## src/sv/dtj_pkg.sv

```systemverilog
// shared types and constants for the disparity to jet color pipeline
package dtj_pkg;

	localparam int BYTE_W     = 8;
	localparam int DISP_W     = 16;
	localparam int SCALE_W    = 24;
	localparam int MIN_W      = 16;
	localparam int RANGE_W    = 17;
	localparam int CFG_DATA_W = 24;
	localparam int CFG_IDX_W  = 2;

	// 23 * range and 46 * range for ranges up to 17 bits
	localparam int DEN_W  = 22;
	localparam int DSOR_W = DEN_W + 1;

	// scale * disparity, and that minus the shifted offset
	// (min << frac fits in PROD_W bits for up to 24 fraction bits)
	localparam int PROD_W = SCALE_W + DISP_W;
	localparam int NUM_W  = PROD_W + 1;

	// 40 * num + den, signed, and its magnitude
	localparam int NSUM_W = NUM_W + 6;
	localparam int MAG_W  = NSUM_W - 1;

	// configuration register indexes
	typedef enum logic [CFG_IDX_W-1:0] {
		REG_SCALE  = 2'd0,
		REG_MIN    = 2'd1,
		REG_RANGE  = 2'd2,
		REG_ENDIAN = 2'd3
	} cfg_reg_t;

	// configuration as seen by the pipeline
	typedef struct packed {
		logic [SCALE_W-1:0] scale;
		logic [MIN_W-1:0]   min_disp;
		logic [DEN_W-1:0]   den;
		logic [DSOR_W-1:0]  dsor;
		logic               big_endian;
	} cfg_t;

	// front end to divider
	typedef struct packed {
		logic             zero;
		logic             neg;
		logic [MAG_W-1:0] mag;
	} div_in_t;

	// divider status that travels with the quotient
	typedef struct packed {
		logic zero;
		logic neg;
		logic ovf;
		logic rnz;
	} div_flags_t;

endpackage

```

## src/sv/dtj_pix_if.sv

```systemverilog
// handshake channel carrying one raw disparity pixel as two bytes
interface dtj_pix_if;
	import dtj_pkg::*;

	logic              valid;
	logic              ready;
	logic [BYTE_W-1:0] first_byte;
	logic [BYTE_W-1:0] second_byte;

	modport source (output valid, output first_byte, output second_byte, input ready);
	modport sink (input valid, input first_byte, input second_byte, output ready);
endinterface

```

## src/sv/dtj_rgb_if.sv

```systemverilog
// handshake channel carrying one rgb888 pixel
interface dtj_rgb_if;
	import dtj_pkg::*;

	logic              valid;
	logic              ready;
	logic [BYTE_W-1:0] red;
	logic [BYTE_W-1:0] green;
	logic [BYTE_W-1:0] blue;

	modport source (output valid, output red, output green, output blue, input ready);
	modport sink (input valid, input red, input green, input blue, output ready);
endinterface

```

## src/sv/dtj_front.sv

```systemverilog
// front end: byte assembly, scaling, offset and dividend forming in four stages
module dtj_front #(
	parameter int FRAC_BITS = 16
) (
	input  logic             clk,
	input  logic             arst_n,
	input  logic             adv,
	input  dtj_pkg::cfg_t    cfg,
	dtj_pix_if.sink          pix,
	output logic             vld,
	output dtj_pkg::div_in_t dout
);
	import dtj_pkg::*;

	logic [DISP_W-1:0]        disp_x;
	logic [NUM_W-1:0]         min_sh_x;
	logic signed [NSUM_W-1:0] num_x;
	logic signed [NSUM_W-1:0] den_x;
	logic signed [NSUM_W-1:0] mag_x;

	logic [3:0]               v_s;
	logic                     zero_s1, zero_s2, zero_s3;
	logic [PROD_W-1:0]        prod_s1;
	logic signed [NUM_W-1:0]  num_s2;
	logic signed [NSUM_W-1:0] nsum_s3;

	assign pix.ready = adv;

	// byte order and operand forming
	always_comb begin
		disp_x   = cfg.big_endian ? {pix.first_byte, pix.second_byte}
		                          : {pix.second_byte, pix.first_byte};
		min_sh_x = NUM_W'(cfg.min_disp) << FRAC_BITS;
		num_x    = NSUM_W'(num_s2);
		den_x    = NSUM_W'({1'b0, cfg.den});
		mag_x    = nsum_s3[NSUM_W-1] ? -nsum_s3 : nsum_s3;
	end

	// valid bits
	always_ff @(posedge clk or negedge arst_n) begin
		if (!arst_n) begin
			v_s <= '0;
		end else if (adv) begin
			v_s <= {v_s[2:0], pix.valid};
		end
	end

	// stage 1 scale, stage 2 offset, stage 3 times 40 plus rounding term, stage 4 magnitude
	always_ff @(posedge clk) begin
		if (adv) begin
			zero_s1   <= (disp_x == '0);
			prod_s1   <= PROD_W'(cfg.scale) * PROD_W'(disp_x);
			zero_s2   <= zero_s1;
			num_s2    <= $signed({1'b0, prod_s1}) - $signed(min_sh_x);
			zero_s3   <= zero_s2;
			nsum_s3   <= (num_x <<< 5) + (num_x <<< 3) + den_x;
			dout.zero <= zero_s3;
			dout.neg  <= nsum_s3[NSUM_W-1];
			dout.mag  <= mag_x[MAG_W-1:0];
		end
	end

	assign vld = v_s[3];

endmodule

```

## src/sv/dtj_div.sv

```systemverilog
// pipelined restoring divider, one quotient bit per stage, with overflow check
module dtj_div #(
	parameter int FRAC_BITS = 16
) (
	input  logic                 clk,
	input  logic                 arst_n,
	input  logic                 adv,
	input  dtj_pkg::cfg_t        cfg,
	input  logic                 vld_in,
	input  dtj_pkg::div_in_t     din,
	output logic                 vld,
	output dtj_pkg::div_flags_t  flags,
	output logic [FRAC_BITS+2:0] qm
);
	import dtj_pkg::*;

	localparam int QW = FRAC_BITS + 3;
	localparam int RW = DSOR_W + QW;
	localparam int CW = (MAG_W > RW) ? MAG_W : RW;

	logic [CW-1:0] mag_x;
	logic [CW-1:0] lim_x;
	logic [RW:0]   diff [QW];

	logic [QW:0]   v_s;
	logic [RW-1:0] rem_s [QW+1];
	logic [QW-1:0] qm_s [QW+1];
	div_flags_t    fl_s [QW+1];

	// overflow limit and trial subtractions of every stage
	always_comb begin
		mag_x = CW'(din.mag);
		lim_x = CW'(cfg.dsor) << QW;
		for (int k = 0; k < QW; k++) begin
			diff[k] = {1'b0, rem_s[k]} - ({1'b0, RW'(cfg.dsor)} << (QW - 1 - k));
		end
	end

	// valid bits
	always_ff @(posedge clk or negedge arst_n) begin
		if (!arst_n) begin
			v_s <= '0;
		end else if (adv) begin
			v_s <= {v_s[QW-1:0], vld_in};
		end
	end

	// stage 0 checks the quotient fits, later stages each settle one bit
	always_ff @(posedge clk) begin
		if (adv) begin
			rem_s[0] <= mag_x[RW-1:0];
			qm_s[0]  <= '0;
			fl_s[0]  <= '{zero: din.zero, neg: din.neg, ovf: (mag_x >= lim_x), rnz: 1'b0};
			for (int k = 0; k < QW; k++) begin
				rem_s[k+1] <= diff[k][RW] ? rem_s[k] : diff[k][RW-1:0];
				qm_s[k+1]  <= {qm_s[k][QW-2:0], ~diff[k][RW]};
				fl_s[k+1]  <= fl_s[k];
			end
		end
	end

	assign vld   = v_s[QW];
	assign qm    = qm_s[QW];
	assign flags = '{zero: fl_s[QW].zero, neg: fl_s[QW].neg, ovf: fl_s[QW].ovf,
	                 rnz: |rem_s[QW]};

endmodule

```

## src/sv/dtj_color.sv

```systemverilog
// quotient to jet color: offset and saturate, tent per channel, scale, output skid
module dtj_color #(
	parameter int FRAC_BITS = 16
) (
	input  logic                 clk,
	input  logic                 arst_n,
	output logic                 adv,
	input  logic                 vld_in,
	input  dtj_pkg::div_flags_t  flags,
	input  logic [FRAC_BITS+2:0] qm,
	dtj_rgb_if.source            rgb
);
	import dtj_pkg::*;

	localparam int QW   = FRAC_BITS + 3;
	localparam int XW   = QW + 2;
	localparam int VW   = FRAC_BITS + 3;
	localparam int AW   = VW + 4;
	localparam int TW   = FRAC_BITS + 1;
	localparam int PW   = TW + 8;
	localparam int ONE  = 1 << FRAC_BITS;
	localparam int QTR  = ONE / 4;
	localparam int HALF = ONE / 2;
	localparam int TENT = 3 * ONE / 2;
	localparam int OFF  = (ONE + 5) / 10;
	localparam logic signed [XW-1:0] V_HI = XW'(4 * ONE - 1);
	localparam logic signed [XW-1:0] V_LO = XW'(-4 * ONE);

	logic signed [XW-1:0]     q_x;
	logic signed [XW-1:0]     v_x;
	logic signed [XW-1:0]     vsat_x;
	logic signed [AW-1:0]     a_x [3];
	logic signed [AW-1:0]     t_x [3];
	logic [TW-1:0]            tc_x [3];
	logic [PW-1:0]            p_x [3];
	logic [2:0][BYTE_W-1:0]   ch_x;
	logic                     push;

	logic                     v_s1, v_s2;
	logic                     zero_s1, zero_s2;
	logic signed [VW-1:0]     v_val_s1;
	logic [TW-1:0]            t_s2 [3];

	logic                     out_vld_q;
	logic                     skid_vld_q;
	logic [2:0][BYTE_W-1:0]   out_ch_q;
	logic [2:0][BYTE_W-1:0]   skid_ch_q;

	// the pipeline moves while the skid entry is free
	assign adv  = !skid_vld_q;
	assign push = adv && v_s2;

	// signed quotient with floor rounding, plus the 0.1 offset, then saturation
	always_comb begin
		q_x = flags.neg ? (~{2'b00, qm} + {{(XW-1){1'b0}}, ~flags.rnz}) : {2'b00, qm};
		v_x = q_x + XW'(OFF);
		if (flags.ovf) begin
			vsat_x = flags.neg ? V_LO : V_HI;
		end else if (v_x > V_HI) begin
			vsat_x = V_HI;
		end else if (v_x < V_LO) begin
			vsat_x = V_LO;
		end else begin
			vsat_x = v_x;
		end
	end

	// tent 1.5 - 4|v - c| clamped to [0, 1]; red, green, blue centers 3/4, 1/2, 1/4
	always_comb begin
		for (int i = 0; i < 3; i++) begin
			a_x[i] = AW'(v_val_s1) - AW'((3 - i) * QTR);
			t_x[i] = a_x[i][AW-1] ? (AW'(TENT) + (a_x[i] <<< 2))
			                      : (AW'(TENT) - (a_x[i] <<< 2));
			if (t_x[i] < 0) begin
				tc_x[i] = '0;
			end else if (t_x[i] > AW'(ONE)) begin
				tc_x[i] = TW'(ONE);
			end else begin
				tc_x[i] = t_x[i][TW-1:0];
			end
		end
	end

	// 255 * t rounded back to a byte, black for a zero disparity
	always_comb begin
		for (int i = 0; i < 3; i++) begin
			p_x[i]  = ({t_s2[i], 8'b0} - PW'(t_s2[i])) + PW'(HALF);
			ch_x[i] = zero_s2 ? '0 : p_x[i][FRAC_BITS+7:FRAC_BITS];
		end
	end

	// pipeline valid bits
	always_ff @(posedge clk or negedge arst_n) begin
		if (!arst_n) begin
			v_s1 <= 1'b0;
			v_s2 <= 1'b0;
		end else if (adv) begin
			v_s1 <= vld_in;
			v_s2 <= v_s1;
		end
	end

	// pipeline payload
	always_ff @(posedge clk) begin
		if (adv) begin
			zero_s1  <= flags.zero;
			v_val_s1 <= vsat_x[VW-1:0];
			zero_s2  <= zero_s1;
			t_s2     <= tc_x;
		end
	end

	// output word and skid entry control
	always_ff @(posedge clk or negedge arst_n) begin
		if (!arst_n) begin
			out_vld_q  <= 1'b0;
			skid_vld_q <= 1'b0;
		end else if (skid_vld_q) begin
			if (rgb.ready) begin
				skid_vld_q <= 1'b0;
			end
		end else if (push) begin
			if (out_vld_q && !rgb.ready) begin
				skid_vld_q <= 1'b1;
			end else begin
				out_vld_q <= 1'b1;
			end
		end else if (rgb.ready) begin
			out_vld_q <= 1'b0;
		end
	end

	// output word and skid entry data
	always_ff @(posedge clk) begin
		if (skid_vld_q) begin
			if (rgb.ready) begin
				out_ch_q <= skid_ch_q;
			end
		end else if (push) begin
			if (out_vld_q && !rgb.ready) begin
				skid_ch_q <= ch_x;
			end else begin
				out_ch_q <= ch_x;
			end
		end
	end

	assign rgb.valid = out_vld_q;
	assign rgb.red   = out_ch_q[0];
	assign rgb.green = out_ch_q[1];
	assign rgb.blue  = out_ch_q[2];

`ifndef ASSERT_OFF
	// a word waits in the skid entry only behind a held output word
	a_skid_behind_out: assert property (@(posedge clk) disable iff (!arst_n)
		skid_vld_q |-> out_vld_q)
		else $error("skid entry holds a word while the output is empty");

	// the skid entry fills only when the output word was stalled
	a_skid_fill_on_stall: assert property (@(posedge clk) disable iff (!arst_n)
		skid_vld_q && !$past(skid_vld_q) |-> $past(out_vld_q && !rgb.ready))
		else $error("skid entry filled without an output stall");

	// a word leaving the pipeline into a stalled output is kept in the skid entry
	a_no_drop: assert property (@(posedge clk) disable iff (!arst_n)
		push && out_vld_q && !rgb.ready |=> skid_vld_q)
		else $error("word dropped at a stalled output");

	// a frozen pipeline keeps its valid bits
	a_frozen_holds: assert property (@(posedge clk) disable iff (!arst_n)
		!adv |=> $stable(v_s1) && $stable(v_s2))
		else $error("pipeline moved while frozen");
`endif

endmodule

```

## src/sv/disparity_to_jet_color.sv

```systemverilog
// Disparity to jet color converter, top level.
//
// Channel pix takes one 16-bit disparity word per handshake as two raw bytes;
// the big_endian register selects which byte is high. Channel rgb returns one
// rgb888 word per accepted pixel, in order. A zero disparity comes out black.
// Registers are written through cfg_we / cfg_index / cfg_data while no pixel
// is in flight: 0 scale (unsigned, FRAC_BITS fraction bits), 1 min disparity,
// 2 disparity range (0 is taken as 1), 3 byte order.
//
// Throughput is one pixel per clock while the skid entry is free. From accept
// to rgb.valid a pixel passes a four-stage front end, the divider (an overflow
// check stage, then FRAC_BITS + 3 stages that each settle one quotient bit),
// two color stages and the output register.
//
// Reset clears every valid bit and loads the register defaults (scale 4096,
// min 0, range 256, little endian). When rgb stalls, one more word goes to a
// skid entry behind the output register; with that entry full the whole
// pipeline freezes and pix.ready stays low until rgb takes a word.
module disparity_to_jet_color #(
	parameter int FRAC_BITS = 16
) (
	input  logic                               clk,
	input  logic                               arst_n,
	dtj_pix_if.sink                            pix,
	dtj_rgb_if.source                          rgb,
	input  logic                               cfg_we,
	input  logic [dtj_pkg::CFG_IDX_W-1:0]      cfg_index,
	input  logic [dtj_pkg::CFG_DATA_W-1:0]     cfg_data
);
	import dtj_pkg::*;

	localparam logic [SCALE_W-1:0] SCALE_RST = SCALE_W'(4096);
	localparam logic [MIN_W-1:0]   MIN_RST   = '0;
	localparam logic [RANGE_W-1:0] RANGE_RST = RANGE_W'(256);

	// 23 * range, a zero range counts as one
	function automatic logic [DEN_W-1:0] den_of(input logic [RANGE_W-1:0] r);
		logic [DEN_W-1:0] rx;
		rx = (r == '0) ? DEN_W'(1) : DEN_W'(r);
		return (rx << 4) + (rx << 2) + (rx << 1) + rx;
	endfunction

	logic [SCALE_W-1:0]   scale_q;
	logic [MIN_W-1:0]     min_q;
	logic [DEN_W-1:0]     den_q;
	logic                 endian_q;

	cfg_t                 cfg;
	logic                 adv;
	logic                 front_vld;
	div_in_t              front_out;
	logic                 div_vld;
	div_flags_t           div_flags;
	logic [FRAC_BITS+2:0] div_qm;

	// configuration registers
	always_ff @(posedge clk or negedge arst_n) begin
		if (!arst_n) begin
			scale_q  <= SCALE_RST;
			min_q    <= MIN_RST;
			den_q    <= den_of(RANGE_RST);
			endian_q <= 1'b0;
		end else if (cfg_we) begin
			unique case (cfg_reg_t'(cfg_index))
				REG_SCALE:  scale_q  <= cfg_data[SCALE_W-1:0];
				REG_MIN:    min_q    <= cfg_data[MIN_W-1:0];
				REG_RANGE:  den_q    <= den_of(cfg_data[RANGE_W-1:0]);
				REG_ENDIAN: endian_q <= cfg_data[0];
			endcase
		end
	end

	assign cfg = '{scale: scale_q, min_disp: min_q, den: den_q, dsor: {den_q, 1'b0},
	               big_endian: endian_q};

	// front end
	dtj_front #(
		.FRAC_BITS(FRAC_BITS)
	) u_front (
		.clk    (clk),
		.arst_n (arst_n),
		.adv    (adv),
		.cfg    (cfg),
		.pix    (pix),
		.vld    (front_vld),
		.dout   (front_out)
	);

	// divider
	dtj_div #(
		.FRAC_BITS(FRAC_BITS)
	) u_div (
		.clk    (clk),
		.arst_n (arst_n),
		.adv    (adv),
		.cfg    (cfg),
		.vld_in (front_vld),
		.din    (front_out),
		.vld    (div_vld),
		.flags  (div_flags),
		.qm     (div_qm)
	);

	// color mapping and output
	dtj_color #(
		.FRAC_BITS(FRAC_BITS)
	) u_color (
		.clk    (clk),
		.arst_n (arst_n),
		.adv    (adv),
		.vld_in (div_vld),
		.flags  (div_flags),
		.qm     (div_qm),
		.rgb    (rgb)
	);

endmodule
```

## src/flat_wrapper.sv

```systemverilog
// flat-port wrapper written by rule: the top's interface ports become plain ports
module disparity_to_jet_color_flat import dtj_pkg::*;
#(
	parameter int FRAC_BITS = 16
)
  (clk, arst_n, cfg_we, cfg_index, cfg_data, pix_valid, pix_first_byte, pix_second_byte, pix_ready, rgb_valid, rgb_red, rgb_green, rgb_blue, rgb_ready);
  dtj_pix_if pix_i ();
  dtj_rgb_if rgb_i ();
  input  logic clk;
  input  logic arst_n;
  input  logic cfg_we;
  input  logic [dtj_pkg::CFG_IDX_W-1:0] cfg_index;
  input  logic [dtj_pkg::CFG_DATA_W-1:0] cfg_data;
  input wire logic [$bits(pix_i.valid)-1:0] pix_valid;
  input wire logic [$bits(pix_i.first_byte)-1:0] pix_first_byte;
  input wire logic [$bits(pix_i.second_byte)-1:0] pix_second_byte;
  output wire logic [$bits(pix_i.ready)-1:0] pix_ready;
  output wire logic [$bits(rgb_i.valid)-1:0] rgb_valid;
  output wire logic [$bits(rgb_i.red)-1:0] rgb_red;
  output wire logic [$bits(rgb_i.green)-1:0] rgb_green;
  output wire logic [$bits(rgb_i.blue)-1:0] rgb_blue;
  input wire logic [$bits(rgb_i.ready)-1:0] rgb_ready;
  assign pix_i.valid = pix_valid;
  assign pix_i.first_byte = pix_first_byte;
  assign pix_i.second_byte = pix_second_byte;
  assign pix_ready = pix_i.ready;
  assign rgb_valid = rgb_i.valid;
  assign rgb_red = rgb_i.red;
  assign rgb_green = rgb_i.green;
  assign rgb_blue = rgb_i.blue;
  assign rgb_i.ready = rgb_ready;
  disparity_to_jet_color #(.FRAC_BITS(FRAC_BITS)) u_core (.clk(clk), .arst_n(arst_n), .pix(pix_i), .rgb(rgb_i), .cfg_we(cfg_we), .cfg_index(cfg_index), .cfg_data(cfg_data));
endmodule
```

## config.mk

```make
export PLATFORM = sky130hd
export DESIGN_NAME = disparity_to_jet_color_flat
export DESIGN_NICKNAME = d
export VERILOG_FILES = /design/src/sv/dtj_pkg.sv /design/src/sv/dtj_pix_if.sv /design/src/sv/dtj_rgb_if.sv /design/src/sv/dtj_front.sv /design/src/sv/dtj_div.sv /design/src/sv/dtj_color.sv /design/src/sv/disparity_to_jet_color.sv /design/src/flat_wrapper.sv
export SDC_FILE = /design/constraint.sdc
export NUM_CORES = 2
export LEC_CHECK = 0
export BUFFER_PORTS_ARGS = -buffer_cell sky130_fd_sc_hd__buf_2
export CAP_MARGIN = 20
export CORE_MARGIN = 1.5
export CORE_UTILIZATION = 44
export DETAILED_ROUTE_END_ITERATION = 10
export HOLD_SLACK_MARGIN = 0.1
export MAX_ROUTING_LAYER = met4
export REMOVE_ABC_BUFFERS = 1
export SYNTH_ARGS = -nofsm -noshare
export SYNTH_HDL_FRONTEND = slang
export SYNTH_SLANG_ARGS = --single-unit
```

## constraint.sdc

```tcl
create_clock -name clk -period 39.9 [get_ports clk]
set_input_delay 3.99 -clock clk [delete_from_list [all_inputs] [get_ports clk]]
set_output_delay 3.99 -clock clk [all_outputs]
set_load 0.1 [all_outputs]
```

Yosys cells after proc, flatten, opt, wreduce, memory -nomap -nowiden --
Memory sizes are Yosys's and may differ from the RTL's. Cells that the tools add are included.
Word-level totals: memories kept 3, logic and storage cells 186, memory bits (writable) 1300, input port bits 47, flip-flop bits (word level) 390, output and inout port bits 26
Operators by class: order comparisons 9, multiplexer cells 48, add/sub/neg operators 43, reductions and logical operators 20, $mul 1, bitwise logic cells 22, eq/ne operators 6
Memories:
- u_core.u_div.rem_s | words 20, bits a word 42, read ports 20, clocked after Yosys merged registers in 0, write ports 20, RTL line dtj_div.sv:26 | logic [RW-1:0] rem_s [QW+1];
- u_core.u_div.qm_s | words 20, bits a word 19, read ports 20, clocked after Yosys merged registers in 0, write ports 20, RTL line dtj_div.sv:27 | logic [QW-1:0] qm_s [QW+1];
- u_core.u_div.fl_s | words 20, bits a word 4, read ports 20, clocked after Yosys merged registers in 0, write ports 20, RTL line dtj_div.sv:28 | div_flags_t fl_s [QW+1];
Operators by type and width (number):
- two-way mux 42 bit | 19
- two-way mux 24 bit | 4
- two-way mux 19 bit | 4
- adder 24 x 16 -> 24 bit (second input constant) | 3
- subtractor 24 x 17 -> 24 bit | 3
- adder 18 x 22 -> 23 bit (first input constant) | 3
- greater-than comparator 23 x 18 -> 1 bit (second input constant) | 3
- < comparator 23 x 1 -> 1 bit (second input constant) | 3
- two-way mux 23 bit | 3
- subtractor 18 x 22 -> 23 bit (first input constant) | 3
- two-way mux 17 bit | 4
- adder 22 bit | 3
- adder 46 x 44 -> 47 bit | 1
- adder 47 x 23 -> 47 bit | 1
- greater-or-equal comparator 46 x 42 -> 1 bit | 1
- two-way mux 46 bit | 1
- negator 46 bit | 1
- subtractor 42 x 23 -> 43 bit | 1
- subtractor 42 x 24 -> 43 bit | 1
- subtractor 42 x 25 -> 43 bit | 1
- subtractor 42 x 26 -> 43 bit | 1
- subtractor 42 x 27 -> 43 bit | 1
- subtractor 42 x 28 -> 43 bit | 1
- subtractor 42 x 29 -> 43 bit | 1
- 39 further kinds | 82

Depth between registers and ports, before layout --
An unclocked memory read counts as a cell.
depth after elaboration 10, depth in mapped cells 28, gate-level depth less buffers 25

Hierarchy --
Synthesis repeated with hierarchy kept, for this count alone.
Unflattened totals: cells, all modules 9576, area total of the unflattened synthesis 100711.6 um^2
Modules (own cells, without submodules):
- dtj_div | instances 1, cells each 5778, seq. area each 33231.9 um^2, area each 64058.9 um^2
- dtj_front | instances 1, cells each 2359, seq. area each 5475.3 um^2, area each 23124.7 um^2
- dtj_color | instances 1, cells each 1011, seq. area each 3523.4 um^2, area each 9310.2 um^2
- disparity_to_jet_color | instances 1, cells each 428, seq. area each 1582.8 um^2, area each 4217.8 um^2

Worst setup path before layout --
No wires, ideal clock.
kind reg2out, start register u_core.u_color.skid_vld_q, end output port pix_ready, data required time 35.910 ns, stages on the path, launching flop included 3, arrival 15.141 ns, path slack 20.769 ns, path buffers 1, path through dfrtp_1 > clkbuf_1 > inv_2
Between the ends: cells in the longest elaborated chain, start to end 1
Ends and longest elaborated chain:
- start, declared | RTL line dtj_color.sv:45 | logic skid_vld_q;
- start signal, assigned | RTL line dtj_color.sv:117 | skid_vld_q <= 1'b0;
- start signal, assigned | RTL line dtj_color.sv:120 | skid_vld_q <= 1'b0;
- start signal, assigned | RTL line dtj_color.sv:124 | skid_vld_q <= 1'b1;
- logical NOT 1 bit | RTL line dtj_color.sv:50 | assign adv = !skid_vld_q;
- end, declared | RTL line flat_wrapper.sv:17 | output wire logic [$bits(pix_i.ready)-1:0] pix_ready;
No other way between the ends.

Final worst setup path --
start input port pix_second_byte[6], end register u_core.u_front.prod_s1[38] (data pin)
Between the ends: cells in the longest elaborated chain, start to end 2
Ends and longest elaborated chain:
- start, declared | RTL line flat_wrapper.sv:16 | input wire logic [$bits(pix_i.second_byte)-1:0] pix_second_byte;
- two-way mux 16 bit | RTL line dtj_front.sv:31 | disp_x = cfg.big_endian ? {pix.first_byte, pix.second_byte}
- multiplier 24 x 16 -> 40 bit | RTL line dtj_front.sv:52 | prod_s1 <= PROD_W'(cfg.scale) * PROD_W'(disp_x);
- end signal, assigned | RTL line dtj_front.sv:52
- end, declared | RTL line dtj_front.sv:23 | logic [PROD_W-1:0] prod_s1;
No other way between the ends. A chain may end at the register's enable or synchronous reset.

==> impl_results.md <==
* Starting DRT DRC Count at approximately 3,500
* WP data required at between 40 and 50 ns
* Dpl cells at approximately 11,000
* Vias per inst at roughly 5.5
* Detail Route Antenna Nets at 0
* Worst-case clock skew at ~0.086 ns
* CTS tree: yes
* Reg clk slew, reported paths at around 0.070 ns
* # port buffers at 72
* FMAX at around 94 MHz
* Final #Nets at 9,914
* Rel. slew slack at roughly a quarter
* # Max-Cap Violations at 0
* Sum Neg Setup Slack at 0 ns
* GRT Overall Usage at between 20% and 30%
* Critical path's slowest cell: a221oi_1
* Worst EP arrival at ~11 ns
* Io pins at 73
* DIE AREA at approximately 220,000 um^2
* Sequential area share after synthesis at between 40 and 50%
* RSZ-0062 raised after global routing: no
* Clk_lat worst skew at 0.83 ns
* CTS Buf Count at roughly 170
* Final WL at 218 mm
* # hold bufs at CTS at 0
* Vias in the first global route at about 66,000
* First-pass GRT wire length at 351 mm
* Post-route DRC at 0
* Crit Path Class: input port to flop
* Initial antenna violation count at 2
* Netlist cell types at 86
* First drt pass iteration count at 7
* Post-synth EDFFs at ~1,400
* Crit end category: flop
* Synth warnings at 0
* CORE AREA at about 220,000 um^2
* Worst Hold Class: flop to flop
* Share of cells above drive strength 1 at under 10%
* # clock sinks at 1,474
* Worst-path fanout max at 24
* Max incr delay on CP at 0.59 ns
* Register area at approximately 44,000 um^2
* Area growth syn-to-layout at 9.88%
* Final Max Tran Viols at 0
* Family with the most delay on the worst path: adder cells
* Actual slew at the worst max-slew pin at ~1.1 ns
* Cell Rows at roughly 170
* Outcome: finished clean
* Top_reg_cell synth: edfxtp_1
* Syn avg cell area at between 10 and 15 um^2
* GR Overflow Total at 0
* Die Width at approximately 470 um
* Drt wl/cell at about 19 um
* Cell mode on critical path: fa_1
* Ys async rst share at slightly above 6%
* Max Buffers Root-to-Sink at 3
* Final worst path period need at 10.68 ns
* Non-filler cells, final at about 12,000
* Fillers at roughly 19,000
* Largest net degree at the start of global routing at between 150 and 200
* Synth area leader: edfxtp_1
* Post-CTS Setup Bufs at 0
* Clk root buf: clkbuf_16
* Synth top area share at 43.2%
* Vias post-DR at 64,500
* Tcrit/Tclk final at 26.8%
* H-tree depth at 4
* # setup viols final at 0
* Initial Util at 44.3%
* Die height at about 470 um
* Startpoint types: input port
* Worst path cell trace: buf_2 -> mux2_2 -> and2_1 -> fa_1 -> inv_1 -> fa_1 -> fa_1 -> fa_1 -> inv_1 -> fa_1 -> inv_1 -> fa_1 -> inv_1 -> ha_1 -> nand2_1 -> nand3_1 -> a311oi_1 -> o31ai_1 -> a21oi_1 -> o21ai_0 -> a221oi_1 -> o2111ai_1 -> a21oi_1 -> xnor2_1
* Synthesized flop and latch total at between 1,000 and 1,500
* HPWL after detailed placement at between 150 and 200 mm
* Post-CTS sizing at 0
* WP buf/inv at 5
* Final GP Congestion at between 0.8 and 0.9
* Cell Area, Synth at around 96,000 um^2
* Final hold vios at 0
* Multi-input gate area at a little under 50,000 um^2
* Synth Instances at 8,676
* Synth top area cells: edfxtp_1 (43%), ha_1 (9.6%), fa_1 (7.8%)
## cell usage after synthesis (173+ instances only)
cell type  count
edfxtp_1    1383
nand2_1      748
ha_1         735
nor2_1       595
inv_1        590
a21oi_1      502
o21ai_0      481
xnor2_1      457
fa_1         374
xor2_1       271
clkbuf_1     224
mux2_2       195
and2_1       188
a21o_1       182
nor3_1       173
## metrics by stage
stage          cell area, um^2  util [%]  hold slack (ns)  setup slack [ns]
6_report                106000      48.6            0.361             29.22
5_1_grt                 106000      48.6            0.369             28.96
4_1_cts                 106000      48.6            0.358             29.28
3_5_place_dp             99800      46.0            0.405             28.45
3_3_place_gp             99800      46.0            0.401             28.51
2_1_floorplan            95200         -            0.400             20.12
## placed cells by master (no fill, tap or decap), types with 51 or more instances in the layout
cell type	n
edfxtp_1	1383
nand2_1	748
ha_1	735
nor2_1	593
inv_1	589
a21oi_1	502
o21ai_0	481
xnor2_1	457
fa_1	374
xor2_1	271
mux2_2	195
and2_1	188
a21o_1	182
nor3_1	171
clkbuf_16	170
nand3_1	124
nand2b_1	123
o21a_1	119
o31ai_1	95
nor2b_1	93
dfrtp_1	84
buf_4	81
or3_1	80
nor4_1	76
buf_2	71
a211oi_1	61
a31oi_1	51
## sequential cells by signal (all words and copies together) (netlist names), 20 cells and up
signal                    count
u_core.u_front.prod_s1       40
u_core.u_div.qm_s           190
u_core.u_front.num_s2        41
u_core.u_color.t_s2          45
u_core.u_front.dout          48
u_core.u_div.fl_s            60
u_core.den_q                 22
u_core.u_div.v_s             20
u_core.u_front.nsum_s3       47
u_core.scale_q               24
u_core.u_div.rem_s          840
u_core.u_color.skid_ch_q     24
## worst paths after layout
kind                                           from                         end  slack, ns  cells after the start
max                              pix_second_byte[6]  u_core.u_front.prod_s1[38]      29.22                     24
min                        u_core.u_div.qm_s[1][21]    u_core.u_div.qm_s[1][41]       0.36                      0
max reg2reg                         u_core.endian_q  u_core.u_front.prod_s1[38]      31.57                     23
min reg2reg                u_core.u_div.qm_s[1][21]    u_core.u_div.qm_s[1][41]       0.36                      0
max in group asynchronous                    arst_n             u_core.den_q[1]      35.44                      2
min in group asynchronous                    arst_n          u_core.scale_q[21]       3.18                      1
## final cells by class
| type | count | area share [%] |
|---|---|---|
| Clock buffer | 215 | 4.23 |
| Multi-Input combinational cell | 6364 | 46.6 |
| Antenna cell | 1 | 0.00237 |
| Inverter | 595 | 2.12 |
| Clock inverter | 97 | 1.22 |
| Sequential cell | 1474 | 41.5 |
| Tap cell | 2854 | 3.38 |
| Timing Repair Buffer | 154 | 0.946 |
## metal layers
metal	global-route usage (%)	wire, um
met1	24.1	94300
met2	35.0	109000
met3	2.42	6440
met4	7.47	8130
met5	-	0
## cells by family (layout without fill, tap and decap cells)
family / count (synthesis) / after routing / share of synthesized area [%]
flops: 1474 / 1474 / 45.6
mux: 220 / 220 / 2.55
other cells: 0 / 1 / 0
compound gates: 1833 / 1833 / 12.1
buf+inv: 838 / 1061 / 3.27
simple gates: 2474 / 2474 / 12.5
xor+xnor: 728 / 728 / 6.63
fa+ha+maj: 1109 / 1109 / 17.4
Power is left out: the tool's default activity adds up to more than one toggle a clock period on the data nets, which glitch-free logic cannot reach.
